### config.mk
export PLATFORM = sky130hd
export DESIGN_NAME = cpltlb_ram
export DESIGN_NICKNAME = d
export VERILOG_FILES = /design/src/design/cpltlb_ram.sv
export SDC_FILE = /design/constraint.sdc
export NUM_CORES = 1
export LEC_CHECK = 0
export BUFFER_PORTS_ARGS = -buffer_cell sky130_fd_sc_hd__buf_4
export CORE_UTILIZATION = 35
export DETAILED_ROUTE_END_ITERATION = 6
export GPL_ROUTABILITY_DRIVEN = 0
export SLEW_MARGIN = 20
export SYNTH_ARGS = -nofsm -noshare
export SYNTH_HDL_FRONTEND = slang
export SYNTH_SLANG_ARGS = --single-unit
### constraint.sdc
create_clock -name clk_i -period 2.5 [get_ports clk_i]
set_clock_uncertainty 0.15 [all_clocks]
set_input_delay 0.25 -clock clk_i [delete_from_list [all_inputs] [get_ports clk_i]]
set_output_delay 0.25 -clock clk_i [all_outputs]
set_load 0.02 [all_outputs]
### src/design/cpltlb_ram.sv
// ----------------------------------------------------------------------------
// cpltlb_ram
// Generic single-port-write, single-port-read RAM with registered read data.
// ----------------------------------------------------------------------------
module cpltlb_ram #(
  parameter int unsigned WIDTH = 8,
  parameter int unsigned DEPTH = 16,
  parameter int unsigned AW    = (DEPTH > 1) ? $clog2(DEPTH) : 1
) (
  input  logic             clk_i,
  input  logic             we_i,
  input  logic [AW-1:0]    waddr_i,
  input  logic [WIDTH-1:0] wdata_i,
  input  logic             re_i,
  input  logic [AW-1:0]    raddr_i,
  output logic [WIDTH-1:0] rdata_o
);

  logic [WIDTH-1:0] mem_q [DEPTH];
  logic [WIDTH-1:0] rdata_q;

  always_ff @(posedge clk_i) begin
    if (we_i) begin
      mem_q[waddr_i] <= wdata_i;
    end
    if (re_i) begin
      rdata_q <= mem_q[raddr_i];
    end
  end

  assign rdata_o = rdata_q;

endmodule

==> reports/metrics.yaml <==
clockBufferDepth: 2
grt_pass1_vias: 2424
die_w_um: 124
hold_viol_final: 0
fp.coreArea_um2: 14500
max_cap_violations: 0
cp.required_ns: 2.50
holdPathEnd: "mem_q[3][6]"
synth_common_cells: "edfxtp_1 (136), mux4_2 (18), a22oi_1 (16)"
portBuffers: 26
grt_start_max_net_pins: 33
finalCriticalPeriod_ns: 1.73
pin_count: 27
root_buffer: "clkbuf_16"
drt_iter0_drc: 211
dr.pass1.iters: 4
start_kind: "flop"
final_nets: 307
post_cts_resized: 0
synth_edf_count: 136
detail-route-antenna-nets: 0
seq_area_frac_synth: 0.781
ys_async_sr_fraction: 0
hold_path.class: "in2reg"
fp.dieH_um: 124
hold_depth: 1
yosysMostFrequentCell: "edfxtp_1"
vias: 2441
finalSetupViolCount: 0
hpwl_mm: 6.65
synth.net_count: 248
synth_top_cell_area_share: 0.781
setup_tns_ns: 0
hold_start: "wdata_i[6]"
ir_drop_v: 0.000491
rsz0062_at_grt: "false"
ys.flop_type: "edfxtp_1"
numCtsBuffers: 17
yosys.area.top_type: "edfxtp_1"
synth_top_family_by_area: "multiplexers"
syn_area_um2: 5230
cp.arrival_ns: 1.73
drv_slew: 0
synth_cells: 229
rows: 44
clock-sinks: 136
relSlewSlack: 0.684
wire_per_inst_um: 20.9
start_util: 0.360
overflow: 0
grt_antenna_before_repair: 0
worstReg2RegStart: "mem_q[7][4]"
synth_mux_area_frac: 0.148
antennaDiodeCount: 0
cts_setup_buffers: 0
cp_max_fo: 1
finalCritPeriodShare: 0.690
syn_to_final_growth_pct: 20.3
cts_max_level: 4
grt_pass1_wl_mm: 15.1
syn_avg_cell_area_um2: 22.8
synth-xor-area-share: 0
cellLeakagePower_nw: 2.10
max_freq_mhz: 580
drc_errors: 0
drive_above_1_share: 0.297
place_ws_ns: 0.376
vias_per_cell: 5.04
r2r-end: "rdata_o[4]"
ys_ff_latch: 136
outcome: "finished, final reports clean"
clk_pin_slew_ns: 0.05
critical_path_class: "reg2reg"
synthAdderAreaFrac: 0
worst_slack_ns: 0.775
cts_tree: "done"
end_kind: "flop"
synthTopCellsByArea: "edfxtp_1 (78%), mux4_2 (7.8%), mux4_1 (7.0%)"
synth-simple-area-share: 0.0314
yosysWarnings: 0
ff2ff_path_depth: 3
grt_use_total: 0.140
rrSetupSlack_ns: 0.77
worst_pin_slew_ns: 0.474
routed_wl_mm: 10.1
synth_cell_types: 18
synth_compound_area_frac: 0.0230
die-area_um2: 15400
clk_latency_ns: 0.41
powerDensity_nw_per_um2: 800
## what timing repair did
item	in CTS	in global routing
hold buffers	4	0
endpoints found under the hold margin	37	0
endpoints found under the setup margin	0	0
## registers in the layout, indices dropped and copies added, names as in the netlist
register / count
mem_q: 128
rdata_o: 8
## routing by layer
layer,part of all wire,up-vias,track usage
met5,0,-,0
met4,0.015,0,0.0617
met3,0.045,12,0.0358
met2,0.48,67,0.209
met1,0.46,1264,0.194
li1,-,1098,-
## power by group
group          leakage, nW  switching [mW]  internal (mW)
registers             1.24          0.0135           2.57
logic                0.623           0.148          0.118
clock network        0.246           0.848           1.33
## cell type report
cell class	count	area (um2)
fill	1278	8250
sequential	136	4080
multi-input combinational	83	1060
clock buffer	19	433
timing repair buffer	50	398
tap	184	230
clock inverter	12	86.3
## per-stage QoR
stage               power, mW  cells  instance area [um2]  hold slack, ns   util
global route             5.18    484                 6290          0.0165  0.433
global placement         2.89    449                 5730           0.404  0.394
floorplan                2.77    229                 5230           0.199      -
finish                   5.03    484                 6290         0.00580  0.433
CTS                      5.07    484                 6290         0.00205  0.433
detailed placement       2.90    449                 5730           0.415  0.394
## how the worst max path moves through the flow
stage,to,cells past startpoint,slack (ns),from
floorplan,mem_q[0][0],2,0.61,waddr_i[2]
global placement,rdata_o[3],5,0.41,raddr_i[0]
detailed placement,rdata_o[3],5,0.38,raddr_i[0]
CTS,rdata_o[1],3,0.78,mem_q[1][1]
global route,rdata_o[4],3,0.72,mem_q[0][4]
finish,rdata_o[4],3,0.77,mem_q[7][4]
## critical path: stages, from the launching register on
cell,delay (ns)
edfxtp_1,0.35
mux4_2,0.52
a22oi_1,0.33
nand2_1,0.10
## cells in the final DEF (no fill, tap or decap)
master	n
edfxtp_1	136
buf_4	45
mux4_2	18
clkbuf_16	17
a22oi_1	16
mux4_1	14
nor2_1	13
nand2_1	9
clkinv_1	5
nor3_1	4
dlygate4sd3_1	4
clkinv_2	3
clkinvlp_4	3
nand3b_1	2
nand2b_1	2
clkbuf_1	2
nor2b_1	1
and2_1	1
and2b_1	1
nand3_1	1
or3b_2	1
bufinv_16	1
buf_12	1
## kinds of logic after synthesis
logic type,Yosys count
flip-flops,136
AO/OA/AOI/OAI,16
buffers and inverters,10
multiplexers,32
AND/OR/NAND/NOR,35
No activity file was read; power rests on OpenSTA's default activity.
